--- src/rtl/kci_div.sv ---
// Bit-serial restoring divider, one quotient bit per cycle.
// Standalone; used by the keyframe camera interpolator.
`default_nettype none
module kci_div #(
  parameter int NW = 49,
  parameter int DW = 33
) (
  input  logic          clk_i,
  input  logic          rst_ni,
  input  logic          start_i,
  input  logic [NW-1:0] num_i,
  input  logic [DW-1:0] den_i,
  output logic          done_o,
  output logic [NW-1:0] quot_o,
  output logic [DW-1:0] rem_o
);

  localparam int CW = $clog2(NW);

  logic          busy_q, done_q;
  logic [CW-1:0] cnt_q;
  logic [NW-1:0] quo_q;
  logic [DW-1:0] rem_q, den_q;
  logic [DW:0]   shifted;
  logic          ge;

  assign shifted = {rem_q, quo_q[NW-1]};
  assign ge      = shifted >= {1'b0, den_q};

  always_ff @(posedge clk_i or negedge rst_ni) begin
    if (!rst_ni) begin
      busy_q <= 1'b0;
      done_q <= 1'b0;
      cnt_q  <= '0;
    end else begin
      done_q <= 1'b0;
      if (start_i) begin
        busy_q <= 1'b1;
        cnt_q  <= '0;
      end else if (busy_q) begin
        cnt_q <= cnt_q + 1'b1;
        if (cnt_q == CW'(NW - 1)) begin
          busy_q <= 1'b0;
          done_q <= 1'b1;
        end
      end
    end
  end

  always_ff @(posedge clk_i) begin
    if (start_i) begin
      quo_q <= num_i;
      rem_q <= '0;
      den_q <= den_i;
    end else if (busy_q) begin
      quo_q <= {quo_q[NW-2:0], ge};
      rem_q <= ge ? DW'(shifted - {1'b0, den_q}) : shifted[DW-1:0];
    end
  end

  assign done_o = done_q;
  assign quot_o = quo_q;
  assign rem_o  = rem_q;

endmodule
`default_nettype wire

--- config.mk ---
export PLATFORM = sky130hd
export DESIGN_NAME = kci_div
export DESIGN_NICKNAME = d
export VERILOG_FILES = /design/src/rtl/kci_div.sv
export SDC_FILE = /design/constraint.sdc
export NUM_CORES = 1
export LEC_CHECK = 0
export ABC_AREA = 0
export BUFFER_PORTS_ARGS = -buffer_cell sky130_fd_sc_hd__buf_2
export CAP_MARGIN = 20
export CORE_UTILIZATION = 50
export CTS_CLUSTER_SIZE = 20
export DETAILED_ROUTE_END_ITERATION = 6
export PLACE_DENSITY = 0.76
export SLEW_MARGIN = 20
export SYNTH_ARGS = -nofsm -noshare
export SYNTH_HDL_FRONTEND = slang
export SYNTH_SLANG_ARGS = --single-unit
--- constraint.sdc ---
create_clock -name clk_i -period 3.9 [get_ports clk_i]
set_input_delay 0.78 -clock clk_i [delete_from_list [all_inputs] [get_ports clk_i]]
set_output_delay 0.78 -clock clk_i [all_outputs]
set_load 0.01 [all_outputs]
[After elaboration in Yosys (flattened, before gate mapping)]
Index checks and enable logic that the tools add are counted.
Cells by class
  add/subtract/negate cells: 2
  order comparisons: 1
  equality and inequality tests: 1
  multiplexer cells: 11
  reduce and logical (&&, ||, !) cells: 1
Operator list (count)
  two-way mux 49 bit: 2
  greater-or-equal comparator 34 x 33 -> 1 bit: 1
  two-way mux 33 bit: 1
  subtractor 33 bit: 1
  two-way mux 6 bit: 2
  adder 6 x 1 -> 6 bit (second input constant): 1
  equality test 6 bit (second input constant): 1
  two-way mux 1 bit: 6
  nonzero test 2 bit: 1
Storage, ports and cells
  bits in registers: 123
  input port bits: 85
  output and inout bits: 83
  word-level logic and storage cells: 22

[Depth between registers and ports, before layout]
  depth after elaboration: 4
  mapped depth: 15
  mapped depth without buffers: 13

[Least setup slack after synthesis]
OpenSTA, ideal clock, no wires.
  path kind: register -> register
  start point: register quo_q[48] (netlist: quot_o[48])
  end point: register quo_q[0] (netlist: quot_o[0]) (data pin)
  setup time: 0.260 ns
  arrival time: 3.011 ns
  required time: 3.640 ns
  path slack: 0.629 ns
  cell stages (with the launch flop): 14
  buffers on the path: 2
  clock period less this slack: 3.271 ns
  cell sequence: edfxtp_1 > inv_1 > ha_1 > inv_1 > fa_1 > a21o_1 > a221o_1 > a221o_1 > a211oi_2 > o2111ai_1 > and2_1 > buf_6 > buf_6 > mux2_2
On the way
  cells in the longest elaborated chain, start to end: 3
Ends and longest elaborated chain
  start, declared: RTL line 22  | logic [NW-1:0] quo_q;
  start signal, assigned: RTL line 52  | quo_q <= num_i;
  start signal, assigned: RTL line 56  | quo_q <= {quo_q[NW-2:0], ge};
  greater-or-equal comparator 34 x 33 -> 1 bit: RTL line 28  | assign ge = shifted >= {1'b0, den_q};
  two-way mux 49 bit: RTL line 55  | end else if (busy_q) begin
  two-way mux 49 bit: RTL line 51  | if (start_i) begin
Every way passes these cells. The select of a mux whose other input is x is not followed.
A chain may end at the register's enable or synchronous reset.

[Worst setup path in the final report]
  start point: register quo_q[48] (netlist: quot_o[48])
  end point: register rem_q[11] (netlist: rem_o[11])
On the way
  cells in the longest elaborated chain, start to end: 2
  elaborated cells between the ends (all ways): 3
  classes of those cells: add/sub: 1; order compare: 1; mux: 1
Ends and longest elaborated chain
  subtractor 33 bit / greater-or-equal comparator 34 x 33 -> 1 bit (equally long branches): RTL line 57, 28
  two-way mux 33 bit (*): RTL line 57  | rem_q <= ge ? DW'(shifted - {1'b0, den_q}) : shifted[DW-1:0];
  end signal, assigned: RTL line 57
  end, declared: RTL line 23  | logic [DW-1:0] rem_q, den_q;
Mark *: on every way between the ends. The rest lies on a longest branch, timed or not.

==> run metrics <==
Via-to-Cell Ratio=5.550; routed len/inst=16.42 µm; Residual DRC=0; CP cell instances=inv_1 > ha_1 > inv_1 > fa_1 > a21o_1 > a221o_1 > a221o_1 > a211oi_2 > o2111ai_1 > nand2_1 > buf_4 > nor2_1 > a21oi_1 > a211oi_2; share of cells above drive strength 1=between 30% and 40%; commonest non-fill, non-tap cell in the layout=buf_2; CP top delay family=compound AO/OA/AOI/OAI gates; crit path time final=3568 ps; Synth Register Bits=123; post-synthesis mux area share=9.523%; Die W=~120 µm; critical path class=flip-flop to flip-flop; Die Area=13950 µm²; via count=roughly 5400; worst setup margin=approximately 330 ps; leakage=0.003679 µW; commonest non-fill, non-tap cells in the layout=buf_2, edfxtp_1, nor2_1; syn nets=738; Starting Density=51.10%; Final Skew=9.711 ps; EDFF count, synth=82; post_cts resized=0; Clk pin slew, worst setup/hold paths=60 ps; RSZ-0062 raised after global routing=no; Async S/R FF share, synth=under 10%; crit end category=flip-flop; largest family of logic cells by synthesized area=compound AO/OA/AOI/OAI gates; max-slew violations=0; post-synthesis xor/xnor area fraction=4.288%; fin crit share=91.48%; DP Wirelength=11520 µm; Worst EP required=4180 ps; Clock Path Buffers=2; PortBufs=167; Clock Latency Late Sink=430 ps; worst min-delay path class=input pin to asynchronous set/reset pin; crit start category=flip-flop; total track usage=22.99%; ys flop type=edfxtp_1; Unique masters post-synth=51; Hold Violations, Final=0; CTS tree=yes; initial antenna violation count=0; actual slew at the worst max-slew pin=711.7 ps; GR Overflow Total=0; Hold Buf Count CTS=0; Filler Cell Count=about 1100; post-synthesis simple-gate area fraction=a little over 10%; cts bufs inserted=17; setup TNS=0 ps; initial DRC count=317; Place WS=348.2 ps; Core Box Area=13190 µm²; num ports=168; synthesized instance count=617; status=completed; CP max stage delay=just over 400 ps; Routed Antenna Nets=0; Placer Congestion=about 0.90; Syn Area/Cell=approximately 11 µm²; adder-cell share of the synthesized area=6.794%; synthesis-to-finish area growth=22.89%; crit-path max FO=19; clk sinks=123; Worst Path Arrival=approximately 3900 ps; drt pass-1 iters=6; Nets=900; row count=42; Slew headroom=52.05%; vias in the first global route=between 5000 and 6000; VDD IR-drop max=0.3259 mV; first-pass GRT wire length=25100 µm; Max Cap Viol=0; mapped cell area=between 6000 and 7000 µm²; crit path buf inv count=3; Worst path slowest cell=edfxtp_1; Root Buffer=clkbuf_16; pwr/cell area=412.5 nW/µm²; final setup vio count=0; Max Freq=roughly 280 MHz; total routed wirelength=15880 µm; number of antenna diodes=0; sequential element share of the synthesized area=49.30%; H-tree depth=4; Synth Area in Compound Gates=between 10% and 20%; Yosys warning count=0; DIE HEIGHT=118.1 µm; pin count of the biggest net entering global routing=75; post-CTS setup buffers=0
## per-layer routing
metal	vias up	share of wire, %	GRT usage [%]
met5	-	0	0
met3	30	6.8	6.880
li1	2591	-	-
met4	0	2.0	9.215
met1	2553	43	28.02
met2	193	48	38.01
## synth_stat cells (all sizes together) (4+ instances only)
library cell	instances	area share, %
mux2i	9	1.3
a32oi	5	0.65
nand2b	4	0.37
a31oi	6	0.56
dfxtp	33	9.8
mux2	49	8.2
nor3	7	0.52
dfrtp	8	3.0
o21ai	23	1.7
buf	13	1.2
a21o	15	1.7
ha	35	6.5
nand2	37	2.1
and2	4	0.37
clkbuf	17	0.95
xnor2	16	2.1
inv	38	2.1
nor2	60	3.3
and3	5	0.46
nand3	7	0.52
nand4	8	0.74
a21oi	51	3.8
nor2b	6	0.56
o31ai	6	0.67
edfxtp	82	37
xor2	17	2.2
a211oi	24	3.8
## flip-flops by register name (all words and copies together) (netlist names)
register,cells
den_q,33
rem_o,33
done_o,1
busy_q,1
cnt_q,6
quot_o,49
## area by class of cell
cell class	count	area, µm²	share of cell area (%)
repair buffers	173	908.4	10.97
well taps	176	220.2	2.659
clock buffers	18	429.2	5.181
flip-flops and latches	123	3324	40.14
inverters	38	142.6	1.722
multi-input cells	426	3129	37.78
clock inverters	13	128.9	1.556
## report_power, final
part           total, µW  switching, µW  internal, µW
Sequential          1530           43.8          1490
Clock               1510            580           926
Combinational        377            200           177
Total               3420            824          2590
## stage by stage
step / instances / util (%) / area [µm²] / total power (µW) / hold WS (ps)
floorplan: 617 / - / 6740 / 1777 / 484.4
global placement: 936 / 58.57 / 7725 / 1924 / 502.4
detailed placement: 936 / 58.57 / 7725 / 1935 / 504.2
CTS: 967 / 62.80 / 8283 / 3439 / 180.3
global route: 967 / 62.80 / 8283 / 3530 / 187.0
finish: 967 / 62.80 / 8283 / 3417 / 187.1
## final timing paths
kind	depth (start not counted)	slack, ps	start	to
min	1	190	rst_ni	cnt_q[3]$_DFFE_PN0P_
max	14	330	quot_o[48]$_DFFE_PP_	rem_o[11]$_SDFFE_PP0P_
min reg2reg	2	500	rem_o[23]$_SDFFE_PP0P_	rem_o[23]$_SDFFE_PP0P_
max reg2reg	14	330	quot_o[48]$_DFFE_PP_	rem_o[11]$_SDFFE_PP0P_
max in group asynchronous	1	3530	rst_ni	busy_q$_DFF_PN0_
min in group clk_i	2	500	rem_o[23]$_SDFFE_PP0P_	rem_o[23]$_SDFFE_PP0P_
## cell families after synthesis
kind of cell             Yosys count
adder cells (fa/ha/maj)           36
buffers and inverters             68
flip-flops                       123
AO/OA/AOI/OAI                    151
multiplexers                      58
XOR/XNOR                          33
AND/OR/NAND/NOR                  148
## worst reg2reg max path: cells and delay by family (launching register included)
kind / cells / cell delay, ps
AO/OA/AOI/OAI: 7 / 1610
adder cells (fa/ha/maj): 2 / 550
buffers and inverters: 3 / 440
AND/OR/NAND/NOR: 2 / 410
flip-flops: 1 / 410
(Power assumes the default switching activity.)
