$ cat src/rtl/kci_mul.sv
// Bit-serial signed multiplier, one multiplier bit per cycle.
// Standalone; used by the keyframe camera interpolator.
`default_nettype none
module kci_mul #(
  parameter int AW = 33,
  parameter int BW = 32
) (
  input  logic                 clk_i,
  input  logic                 rst_ni,
  input  logic                 start_i,
  input  logic signed [AW-1:0] a_i,
  input  logic signed [BW-1:0] b_i,
  output logic                 done_o,
  output logic [AW+BW-1:0]     prod_o
);

  localparam int HW = AW + 2;
  localparam int CW = $clog2(BW);

  logic                 busy_q, done_q;
  logic [CW-1:0]        cnt_q;
  logic signed [HW-1:0] hi_q, addend, sum;
  logic signed [AW-1:0] a_q;
  logic [BW-1:0]        lo_q;
  logic                 last;

  assign last = cnt_q == CW'(BW - 1);

  always_comb begin
    addend = '0;
    if (lo_q[0]) begin
      addend = last ? -HW'(a_q) : HW'(a_q);
    end
    sum = hi_q + addend;
  end

  always_ff @(posedge clk_i or negedge rst_ni) begin
    if (!rst_ni) begin
      busy_q <= 1'b0;
      done_q <= 1'b0;
      cnt_q  <= '0;
    end else begin
      done_q <= 1'b0;
      if (start_i) begin
        busy_q <= 1'b1;
        cnt_q  <= '0;
      end else if (busy_q) begin
        cnt_q <= cnt_q + 1'b1;
        if (last) begin
          busy_q <= 1'b0;
          done_q <= 1'b1;
        end
      end
    end
  end

  always_ff @(posedge clk_i) begin
    if (start_i) begin
      hi_q <= '0;
      lo_q <= b_i;
      a_q  <= a_i;
    end else if (busy_q) begin
      hi_q <= sum >>> 1;
      lo_q <= {sum[0], lo_q[BW-1:1]};
    end
  end

  assign done_o = done_q;
  assign prod_o = {hi_q[AW-1:0], lo_q};

endmodule
`default_nettype wire

$ cat config.mk
export PLATFORM = sky130hd
export DESIGN_NAME = kci_mul
export DESIGN_NICKNAME = d
export VERILOG_FILES = /design/src/rtl/kci_mul.sv
export SDC_FILE = /design/constraint.sdc
export NUM_CORES = 1
export LEC_CHECK = 0
export BUFFER_PORTS_ARGS = -buffer_cell sky130_fd_sc_hd__buf_2
export CORE_AREA = 2 2 153 155
export DETAILED_ROUTE_END_ITERATION = 8
export DIE_AREA = 0 0 155 157
export MAX_ROUTING_LAYER = met4
export PLACE_DENSITY = 0.53
export SYNTH_ARGS = -nofsm -noshare
export SYNTH_HDL_FRONTEND = slang
export SYNTH_SLANG_ARGS = --single-unit
$ cat constraint.sdc
create_clock -name clk_i -period 5.1 [get_ports clk_i]
set_input_delay 0.765 -clock clk_i [delete_from_list [all_inputs] [get_ports clk_i]]
set_output_delay 0.765 -clock clk_i [all_outputs]
set_load 0.005 [all_outputs]
Word level (Yosys, flattened, before mapping). Index checks and enable logic that the tools add are counted.

Flip-flop bits (word level): 106. Latch bits: 0. RAM bits: 0. ROM bits: 0. Input bits: 68. Output and inout bits: 66. Memories kept: 0.

Add/sub/neg operators: 3. Multiply operators: 0. Divide/modulo/power cells: 0. $lt $le $gt $ge: 0. Eq/ne operators: 1. Shift operators: 0. Muxes and demuxes: 12. Bitwise operators: 0. Reductions and logical operators: 1.

Operators by type and width (count): 2-to-1 mux 35 bit (2); 2-to-1 mux 32 bit (2); adder 34 x 35 -> 35 bit (1); negator 33 -> 35 bit (1); 2-to-1 mux 5 bit (2); 2-to-1 mux 1 bit (6); adder 5 x 1 -> 5 bit, second input constant (1); equality test 5 bit, second input constant (1); nonzero test 2 bit (1).

Logic depth before layout (Yosys ltp). Gate-level depths: netlist (run 1).

Depth after elaboration: 6. Depth in mapped cells: 21. Depth with buffers taken out: 20.

Worst setup path after synthesis (run 1). No wires, ideal clock.

Path type: reg-to-reg. From: register a_q[12]. To: register, netlist name hi_q[33]. Data arrival time: 4.176 ns. Data required time: 4.979 ns. Setup slack: 0.803 ns. Stages on the path, launching flop included: 18. Period minus slack after synthesis: 4.297 ns. Cells stage by stage: edfxtp_1 or3_4 or4_4 nor4_4 nand2b_2 or4_4 or3_1 nand2_1 xnor2_1 and2_1 ha_1 and3_1 nand3_1 a21oi_1 o31ai_1 a21oi_1 and3b_1 mux2_4.

Cells in the longest elaborated chain, start to end: 4.

Ends and longest elaborated chain: start, declared (RTL line 23) `logic signed [AW-1:0] a_q;`; start signal, assigned (RTL line 61) `a_q <= a_i;`; negator 33 -> 35 bit (RTL line 32) `addend = last ? -HW'(a_q) : HW'(a_q);`; 2-to-1 mux 35 bit (*) (RTL line 32); 2-to-1 mux 35 bit (*) (RTL line 31) `if (lo_q[0]) begin`; adder 34 x 35 -> 35 bit (*) (RTL line 34) `sum = hi_q + addend;`.

Every way passes the cells marked *; elsewhere a longest branch is shown, timed or not. A chain may end at the register's enable or synchronous reset.

Final worst setup path (run 1).
From: register a_q[4]. To: register hi_q[31].

Cells in the longest elaborated chain, start to end: 4.

Ends and longest elaborated chain: negator 33 -> 35 bit (RTL line 32); 2-to-1 mux 35 bit (*) (RTL line 32); 2-to-1 mux 35 bit (*) (RTL line 31); adder 34 x 35 -> 35 bit (*) (RTL line 34); end signal, assigned (RTL line 63) `hi_q <= sum >>> 1;`; end, declared (RTL line 22) `logic signed [HW-1:0] hi_q, addend, sum;`.

Marks and branches as above.

==> summary.md, run 1 <==
| Metric | Value |
|---|---|
| Power share of the clock group | `25.2%` |
| Final HPWL DP | `12500 microns` |
| Warnings from Yosys | `0` |
| Synth Instances | `646` |
| Ys flop type | `edfxtp_1` |
| Hold Vio Cnt, Final | `0` |
| Setup crit start | `a_q[4]$_DFFE_PP_` |
| Worst-Skew Late Latency | `0.36 ns` |
| Synth unique cells | `55` |
| Routed wire length per instance | `roughly 16 microns` |
| Setup CP Type | `reg2reg` |
| GRT Total Usage | `13.9%` |
| Static leakage | `between 3 and 4 nW` |
| Final setup skew | `approximately 0.010 ns` |
| Number of global-route vias before repair | `~5000` |
| I/O Pins | `~130` |
| Worst EP required | `around 5.4 ns` |
| Crit end category | `register` |
| Int Power | `1.79 mW` |
| Layout area overhead | `15.0%` |
| Most numerous cell in the Yosys netlist | `edfxtp_1` |
| DRT iter0 DRCs | `between 200 and 250` |
| Setup-failing EPs final | `0` |
| Fillers | `approximately 2300` |
| Slowest stage delay, CP | `roughly 0.50 ns` |
| Min Clock Period, post-route | `between 4 and 5 ns` |
| Sw frac | `33.7%` |
| DRT Wirelength | `roughly 16000 microns` |
| Post CTS Setup Buffer Count | `0` |
| Routed via count | `4896` |
| First-pass GRT wire length | `about 26000 microns` |
| Hold Path Class | `in2async` |
| RD Place Congestion | `0.861` |
| Worst Path Buf+Inv | `0` |
| Worst reg2reg startpoint | `a_q[4]$_DFFE_PP_` |
| Max-cap viol count | `0` |
| Max Slew Vio Count | `0` |
| Peak supply drop | `roughly 0.16 mV` |
| DRC errors left | `0` |
| Worst Path Arrival | `roughly 5.0 ns` |
| Psw | `0.911 mW` |
| Die area | `around 0.024 sq mm` |
| CP delay by family, top | `simple AND/OR/NAND/NOR gates` |
| Status | `finished clean` |
| Remaining global-route overflow | `0` |
| Synth top area cells | `edfxtp_1 29%, dfxtp_1 10%, ha_1 6.9%` |
| Clock sinks | `around 110` |
| Synth top cells by count | `65 x edfxtp_1, 47 x xnor2_1, 37 x ha_1, 37 x nor2_1, 35 x and2_1` |
| Nets | `roughly 840` |
| Mean Syn Cell Area | `around 10 sq um` |
| Post-synthesis instance area | `~0.0067 sq mm` |
| Number of flops mapped to enable cells by yosys | `65` |
| Asr flop ratio synth | `under 10%` |
| Critical path fanouts, max | `6` |
| Number of buffers created by CTS | `9` |
| RSZ-0062 raised after global routing | `false` |
| F_max | `212 MHz` |
| Final ANT Viol Nets | `0` |
| PortBufs | `between 100 and 150` |
| Largest net degree at the start of global routing | `54` |
| Core area | `0.0225 sq mm` |
| Yosys top cell by area | `edfxtp_1` |
| Share of layout cells above drive strength 1 | `approximately 27%` |
| Vias per std cell | `between 4 and 5` |
| Initial core utilization | `between 20% and 30%` |
| Die Y | `157 microns` |
| Register area share after synthesis | `between 40% and 50%` |
| Hold buffer count at CTS | `0` |
| Tightest Pin Transition | `0.815 ns` |
| Row count | `55` |
| Combinational Power Share | `31.8%` |
| Max_slew headroom | `between 40% and 50%` |
| Bufs on Longest Clock Path | `2` |
| Net Count, Synth | `roughly 750` |
| Part of the cycle the worst path needs | `~90%` |
| Util after Layout | `34.3%` |
| Crit-path cells | `nor4_4, nand2_1, or3_1, nand2b_2, or4_4, o21ai_0, xnor2_1, and2_1, ha_1, a21o_1, a21oi_1, o21ai_0, a21o_1, a211oi_1, o31ai_1, a21oi_1, xnor2_1, a22o_1` |
| Yosys reg bits | `approximately 110` |
| CP Launch Type | `register` |
| Sequential share of power | `roughly 43%` |
| Slowest-stage cell, CP | `or4_4` |
| Clk slew on worst S/H paths | `approximately 0.080 ns` |
| TritonCTS clock tree | `yes` |
| Post-cts sizing count | `0` |
| H-Tree Depth | `3` |
| Top cell type's share of synthesized area | `29.1%` |
| Pwr dens | `between 300 and 400 mW/mm^2` |
| Drt pass-1 iters | `4` |
| Clock Root Buffer | `clkbuf_16` |
| Die Wd | `155 microns` |
| Initial antenna violation count | `1` |
| Setup TNS | `0 ns` |
| Design Power | `roughly 2.7 mW` |
==> per-layer routing <==
metal  global-route usage, %  part of all wire (%)  vias to the layer above
met4                    3.17                  0.56                        0
met5                       -                     0                        -
met1                    18.7                    49                     2255
met2                    21.2                    44                      117
li1                        -                     -                     2520
met3                    3.28                   6.0                        4
==> power by group through the flow <==
stage | clock network, mW | logic (mW) | registers, mW
floorplan | 0 | 0.689 | 1.15
global placement | 0 | 0.856 | 1.19
detailed placement | 0 | 0.860 | 1.19
global route | 0.730 | 0.959 | 1.19
CTS | 0.700 | 0.863 | 1.17
finish | 0.681 | 0.859 | 1.16
==> cell families after synthesis <==
group                    synth area share [%]
XOR/XNOR                                 8.22
adder cells (fa/ha/maj)                  7.20
flip-flops                               41.9
AO/OA/AOI/OAI                            14.9
multiplexers                             8.28
AND/OR/NAND/NOR                          13.5
buffers and inverters                    5.99
==> final timing paths <==
kind                            cells after the start  slack [ns]                     to
worst min register to register                      2        0.51  hi_q[29]$_SDFFE_PP0P_
worst max register to register                     18        0.38  hi_q[31]$_SDFFE_PP0P_
worst min-delay path                                1        0.23   cnt_q[0]$_DFFE_PN0P_
max in group asynchronous                           1        4.71       busy_q$_DFF_PN0_
worst max-delay path                               18        0.38  hi_q[31]$_SDFFE_PP0P_
min in group clk_i                                  2        0.51  hi_q[29]$_SDFFE_PP0P_
==> final cells by class <==
type	instances	area, sq um	area share (%)
clock buffer	9	225	2.92
multi-input combinational	466	3500	45.4
tap	285	357	4.62
sequential	106	2810	36.4
antenna	1	2.50	0.0324
clock inverter	7	50.0	0.649
timing repair buffer	140	721	9.34
inverter	13	48.8	0.633
==> through the flow <==
stage	cells	instance area (sq um)	hold WS (ns)	worst slack, ns
6_report	1027	7710	0.227	0.379
5_1_grt	1027	7710	0.225	0.0722
4_1_cts	1026	7710	0.218	0.340
3_5_place_dp	1010	7430	0.506	0.390
3_3_place_gp	1010	7430	0.500	0.415
2_1_floorplan	646	6710	0.469	0.803
==> cells in the final DEF, fill, tap and decap left out, types with 4 or more instances in the layout <==
master     instances
nand3_1           10
o21ai_0           31
or3_1              5
inv_1             13
a21oi_1           32
clkbuf_16          9
nand2_1           31
xnor2_1           47
and3_1             5
inv_6              4
nor2b_1           10
a22o_1            14
dfrtp_1            6
nor2_1            37
buf_2            132
o21a_1             4
nand2b_1           4
and2_1            35
o2111ai_1          4
buf_4              8
a31oi_1            8
mux2i_1           18
mux2_2            32
ha_1              37
o31ai_1           11
nor3_1             5
a21o_1            22
xor2_1            16
nand4_1            6
a211oi_1           4
edfxtp_1          65
dfxtp_1           34
==> state kept, by name, summed over array words and instances (netlist names) <==
register and flops:
hi_q 34, a_q 33, lo_q 32, cnt_q 5, busy_q 1, done_o 1
==> worst register-to-register path, delay by kind of cell, from the launching register on <==
kind | cells | cell delay [ns]
AOI/OAI and AO/OA | 9 | 1.72
xor gates and xnor gates | 2 | 0.16
adders and majority gates | 1 | 0.36
DFF | 1 | 0.47
and+or+nand+nor | 6 | 1.90
No activity file was read; power rests on OpenSTA's default activity.
==> inputs of run 2 (changes only) <==
--- a/config.mk
+++ b/config.mk
@@ -7,10 +7,12 @@
 export LEC_CHECK = 0
 export BUFFER_PORTS_ARGS = -buffer_cell sky130_fd_sc_hd__buf_2
 export CORE_AREA = 2 2 153 155
+export CTS_BUF_LIST = sky130_fd_sc_hd__clkbuf_8
 export DETAILED_ROUTE_END_ITERATION = 8
 export DIE_AREA = 0 0 155 157
 export MAX_ROUTING_LAYER = met4
 export PLACE_DENSITY = 0.53
+export SLEW_MARGIN = 10
 export SYNTH_ARGS = -nofsm -noshare
 export SYNTH_HDL_FRONTEND = slang
 export SYNTH_SLANG_ARGS = --single-unit
==> run 2 against run 1 <==
Net effect:
- highest routed layer unchanged
- combinational power about the same
- clock power down 26%
- die area unchanged
- cell area down 1.3%
- largest power group unchanged
- sequential share of layout area up 0.48 points
- power down 6.5%
- non-clock buffer count unchanged
- clock-buffer cell count unchanged
- worst setup slack worse by 0.014 ns
- sequential power about the same
==> summary.md, run 2 (same netlist as run 1, synthesis figures left out) <==
| Metric | Value |
|---|---|
| Largest net degree at the start of global routing | `54` |
| Slowest stage delay, CP | `approximately 0.5 ns` |
| Clock Root Buffer | `clkbuf_8` |
| Final Non-Filler Cells | `1027` |
| Die area | `~0.024 sq mm` |
| Setup crit start | `a_q[4]$_DFFE_PP_` |
| Die Y | `approximately 160 microns` |
| Slowest-stage cell, CP | `or4_4` |
| Setup CP Type | `reg2reg` |
| Vias per std cell | `~4.8` |
| Commonest non-fill, non-tap cell in the layout | `buf_2` |
| H-Tree Depth | `3` |
| Worst Reg-to-Reg Cells | `18` |
| R2r endpoint | `hi_q[31]$_SDFFE_PP0P_` |
| Setup TNS | `0 ns` |
| Total placed cells including tap cells | `~1000` |
| Layout area overhead | `13.4%` |
| DRT Wirelength | `between 15000 and 20000 microns` |
| Tightest Pin Transition | `about 0.82 ns` |
| Dpl cell area | `~0.0074 sq mm` |
| RD Place Congestion | `between 0.8 and 0.9` |
| Initial core utilization | `between 20 and 30%` |
| CP delay by family, top | `simple AND/OR/NAND/NOR gates` |
| PortBufs | `133` |
| Worst R2R Setup Slack | `roughly 0.36 ns` |
| Part of the cycle the worst path needs | `~93%` |
| Final Cell Area | `around 0.0076 sq mm` |
| Bufs on Longest Clock Path | `2` |
| DRT iter0 DRCs | `around 230` |
| Number of global-route vias before repair | `approximately 5000` |
| Post-cts sizing count | `0` |
| Most frequent cells in the layout | `132 x buf_2, 65 x edfxtp_1, 47 x xnor2_1` |
| First-pass GRT wire length | `25900 microns` |
| Design Power | `between 2 and 3 mW` |
| Initial antenna violation count | `1` |
| Hold Vio Cnt, Final | `0` |
| Final HPWL DP | `12500 microns` |
| Share of layout cells above drive strength 1 | `roughly 27%` |
| Final worst slack | `roughly 0.36 ns` |
| Crit-path cells | `nor4_4, nand2_1, or3_1, nand2b_2, or4_4, o21ai_0, xnor2_1, and2_1, ha_1, a21o_1, a21oi_1, o21ai_0, a21o_1, a211oi_1, o31ai_1, a21oi_1, xnor2_1, a22o_1` |
| Worst reg2reg startpoint | `a_q[4]$_DFFE_PP_` |
| Worst Path Arrival | `between 5 and 6 ns` |
| Routed wire length per instance | `~16 microns` |
| Biggest regs | `hi_q: 34 flops, a_q: 33 flops, lo_q: 32 flops` |
| Final setup skew | `0.0122 ns` |
| Setup-failing EPs final | `0` |
| I/O Pins | `between 100 and 150` |
| Hold buffer count at CTS | `0` |
| Fin Hold WS | `0.189 ns` |
| Largest register FFs | `34` |
| Clk slew on worst S/H paths | `about 0.11 ns` |
| RSZ-0062 raised after global routing | `false` |
| Routed via count | `4883` |
| Final ANT Viol Nets | `0` |
| Pre-CTS WS | `about 0.4 ns` |
| Biggest register | `hi_q` |
| Worst-Skew Late Latency | `0.39 ns` |
| Clock sinks | `106` |
| Row count | `55` |
| Min Clock Period, post-route | `4.74 ns` |
| Crit end category | `register` |
| Pwr dens | `between 300 and 400 mW/mm^2` |
| Nets | `roughly 840` |
| Max-cap viol count | `0` |
| Critical path fanouts, max | `6` |
| F_max | `211 MHz` |
| Worst Path Buf+Inv | `0` |
| Worst EP required | `about 5.4 ns` |
| Core area | `approximately 0.023 sq mm` |
| Static leakage | `between 3 and 4 nW` |
| Post CTS Setup Buffer Count | `0` |
| Drt pass-1 iters | `4` |
| GRT Total Usage | `13.9%` |
| Peak supply drop | `approximately 0.12 mV` |
| Die Wd | `between 150 and 200 microns` |
| Max Slew Vio Count | `0` |
| DRC errors left | `0` |
| Remaining global-route overflow | `0` |
| TritonCTS clock tree | `yes` |
| Number of buffers created by CTS | `9` |
| CP Launch Type | `register` |
| Hold Path Class | `in2async` |
| Status | `finished clean` |
| Max_slew headroom | `45.3%` |
| Util after Layout | `~34%` |
-- run 2: cell types whose count changed in the layout (fill, tap and decap cells not counted) --
cell	delta
clkbuf_8	+9
clkbuf_16	-9
-- run 2: layer usage --
| layer | global-route usage (%) | routed length [microns] |
|---|---|---|
| met2 | 21.1 | 7270 |
| met5 | - | 0 |
| met1 | 18.6 | 8010 |
| met4 | 3.44 | 114 |
| met3 | 3.36 | 1070 |
-- run 2: final cells by class --
| type | count | area, sq um |
|---|---|---|
| flip-flops and latches | 106 | 2810 |
| inverters | 13 | 48.8 |
| clock buffers | 9 | 124 |
| repair buffers | 140 | 721 |
| clock inverters | 7 | 50.0 |
| fillers | 2294 | 14900 |
| multi-input cells | 466 | 3500 |
| diodes | 1 | 2.50 |
| well taps | 285 | 357 |
-- run 2: worst max path at each step --
stage | endpoint | slack (ns) | cells past startpoint
CTS | hi_q[31]$_SDFFE_PP0P_ | 0.33 | 18
global placement | hi_q[31]$_SDFFE_PP0P_ | 0.41 | 17
global route | hi_q[31]$_SDFFE_PP0P_ | 0.06 | 18
floorplan | hi_q[33]$_SDFFE_PP0P_ | 0.80 | 17
detailed placement | hi_q[31]$_SDFFE_PP0P_ | 0.39 | 18
finish | hi_q[31]$_SDFFE_PP0P_ | 0.36 | 18
-- run 2: where the power goes --
group          leakage (nW)  switching (mW)  internal [mW]
Clock                0.0861           0.324          0.182
Sequential             1.03           0.115           1.05
Combinational          2.29           0.450          0.409
==> inputs of run 3 (changes only) <==
--- a/config.mk
+++ b/config.mk
@@ -11,7 +11,7 @@
 export DETAILED_ROUTE_END_ITERATION = 8
 export DIE_AREA = 0 0 155 157
 export MAX_ROUTING_LAYER = met4
-export PLACE_DENSITY = 0.53
+export PLACE_DENSITY = 0.55
 export SLEW_MARGIN = 10
 export SYNTH_ARGS = -nofsm -noshare
 export SYNTH_HDL_FRONTEND = slang
==> constraint.sdc (replaced) <==
create_clock -name clk_i -period 3.9 [get_ports clk_i]
set_input_delay 0.585 -clock clk_i [delete_from_list [all_inputs] [get_ports clk_i]]
set_output_delay 0.585 -clock clk_i [all_outputs]
set_load 0.005 [all_outputs]
==> run 3 against run 2 <==
Net effect:
- the flow now finishes with violations (negative setup slack)
- non-clock buffer count grew 145
- via count up 14%
- critical path depth decreased by 3
- first-iteration DRC count down 4.4%
- sequential cell count unchanged
- combinational power increased by 99%
- sequential share of layout area fell by 7.2 points
- clock power rose by 31%
- routed wire length rose by 11%
- register-to-register slack got worse by 0.78 ns
- power is 54% higher
==> summary.md, run 3 (same netlist as run 1, synthesis figures left out) <==
| Metric | Value |
|---|---|
| Part of the cycle the worst path needs | `111%` |
| I/O Pins | `between 100 and 150` |
| Worst EP required | `4.18 ns` |
| Die Y | `around 160 microns` |
| Worst Reg-to-Reg Cells | `15` |
| Slowest-stage cell, CP | `or4_4` |
| Min Clock Period, post-route | `4.32 ns` |
| Initial core utilization | `a little under 30%` |
| RSZ-0062 raised after global routing | `true` |
| First-pass GRT wire length | `~28000 microns` |
| Worst-Skew Late Latency | `about 0.38 ns` |
| Routed via count | `about 5600` |
| Final Non-Filler Cells | `1171` |
| Pre-CTS WS | `-0.506 ns` |
| Worst Path Buf+Inv | `0` |
| Worst R2R Setup Slack | `-0.42 ns` |
| Final ANT Viol Nets | `0` |
| Share of layout cells above drive strength 1 | `50.9%` |
| Slowest stage delay, CP | `roughly 0.55 ns` |
| CP delay by family, top | `simple AND/OR/NAND/NOR gates` |
| F_max | `232 MHz` |
| Hold buffer count at CTS | `0` |
| Fin Hold WS | `about 0.034 ns` |
| Clock sinks | `between 100 and 150` |
| Tightest Pin Transition | `between 0.7 and 0.8 ns` |
| PortBufs | `roughly 130` |
| Pwr dens | `~410 mW/mm^2` |
| Clk slew on worst S/H paths | `between 0.1 and 0.15 ns` |
| Nets | `987` |
| Peak supply drop | `~0.15 mV` |
| Bufs on Longest Clock Path | `2` |
| Clock Root Buffer | `clkbuf_8` |
| RD Place Congestion | `around 0.85` |
| Final worst slack | `-0.420 ns` |
| CP Launch Type | `register` |
| Hold Path Class | `in2async` |
| Layout area overhead | `41.1%` |
| Crit end category | `register` |
| Crit-path cells | `or4_4, or3_4, nand2b_2, or4_4, or3_4, nand2_4, xnor2_2, and2_4, ha_4, a21o_1, a21o_1, o31ai_2, a21oi_1, and3b_1, mux2_4` |
| Vias per std cell | `about 4.8` |
| Largest register FFs | `34` |
| Drt pass-1 iters | `4` |
| Setup-failing EPs final | `7` |
| Hold Vio Cnt, Final | `0` |
| TritonCTS clock tree | `yes` |
| Power share of the clock group | `about 17%` |
| Row count | `55` |
| Static leakage | `roughly 4.3 nW` |
| Max Slew Vio Count | `0` |
| Sequential share of power | `between 30% and 40%` |
| Setup CP Type | `reg2reg` |
| Routed wire length per instance | `15.5 microns` |
| Status | `finished, violations left` |
| H-Tree Depth | `3` |
| Design Power | `a little under 4 mW` |
| Final Cell Area | `about 0.0095 sq mm` |
| GRT Total Usage | `between 10% and 20%` |
| DRT iter0 DRCs | `roughly 220` |
| Int Power | `between 2 and 3 mW` |
| DRT Wirelength | `about 18000 microns` |
| Most frequent cells in the layout | `141 x buf_4, 132 x buf_2, 65 x edfxtp_1` |
| Core area | `0.0225 sq mm` |
| Number of buffers created by CTS | `9` |
| Die area | `between 0.02 and 0.025 sq mm` |
| Dpl cell area | `0.00840 sq mm` |
| Largest net degree at the start of global routing | `between 40 and 50` |
| Biggest regs | `hi_q: 34 flops, a_q: 33 flops, lo_q: 32 flops` |
| # diodes | `0` |
| Max-cap viol count | `0` |
| WP depth | `15` |
| Die Wd | `approximately 160 microns` |
| Final setup skew | `approximately 0.013 ns` |
| Number of global-route vias before repair | `roughly 5700` |
| Commonest non-fill, non-tap cell in the layout | `buf_4` |
| Total placed cells including tap cells | `roughly 1100` |
| DRC errors left | `0` |
| Combinational Power Share | `between 40% and 50%` |
| Critical path fanouts, max | `3` |
| Initial antenna violation count | `0` |
| Worst Path Arrival | `between 4 and 5 ns` |
| Psw | `1.35 mW` |
| Sw frac | `a little over a third` |
| Final HPWL DP | `~13000 microns` |
| Violations in the final reports | `negative setup slack` |
| Max_slew headroom | `between 50% and 60%` |
| Biggest register | `hi_q` |
| Remaining global-route overflow | `0` |
-- run 3: metal layers --
metal	global-route usage (%)	share of wire, %	vias up
met5	-	0	-
met4	4.32	2.0	0
met3	3.63	5.4	23
met2	23.7	46	140
met1	19.4	46	2619
li1	-	-	2806
-- run 3: metrics by stage --
stage / setup TNS [ns] / util [%]
final: -1.75 / 42.1
after global routing: -3.58 / 42.1
after CTS: -2.37 / 39.7
after detailed placement: -3.58 / 37.3
after global placement: -2.78 / 37.3
after floorplan: -0.702 / -
-- run 3: what timing repair did --
action,in CTS,in global routing
pin swaps,24,37
gates cloned,0,0
endpoints found under the setup margin,14,22
setup buffers,13,11
gates resized for setup,50,103
-- run 3: final cells by class --
type,count,area (sq um)
multi-input combinational,466,4220
timing repair buffer,285,1850
sequential,106,2810
fill,2160,13000
tap,285,357
clock inverter,7,51.3
clock buffer,9,124
inverter,13,48.8
-- run 3: worst paths after layout --
path	start	endpoint
hold reg to reg	hi_q[0]$_SDFFE_PP0P_	hi_q[0]$_SDFFE_PP0P_
hold / removal	rst_ni	cnt_q[0]$_DFFE_PN0P_
setup / recovery	a_q[10]$_DFFE_PP_	hi_q[33]$_SDFFE_PP0P_
min in group clk_i	a_i[1]	a_q[1]$_DFFE_PP_
setup reg to reg	a_q[10]$_DFFE_PP_	hi_q[33]$_SDFFE_PP0P_
max in group asynchronous	rst_ni	done_o$_DFF_PN0_
-- run 3: power groups by stage --
| stage | logic (mW) | registers (mW) | clock network [mW] |
|---|---|---|---|
| 2_1_floorplan | 0.911 | 1.50 | 0 |
| 3_5_place_dp | 1.44 | 1.53 | 0 |
| 5_1_grt | 1.87 | 1.56 | 0.726 |
| 6_report | 1.71 | 1.53 | 0.661 |
| 4_1_cts | 1.54 | 1.52 | 0.694 |
| 3_3_place_gp | 1.43 | 1.54 | 0 |
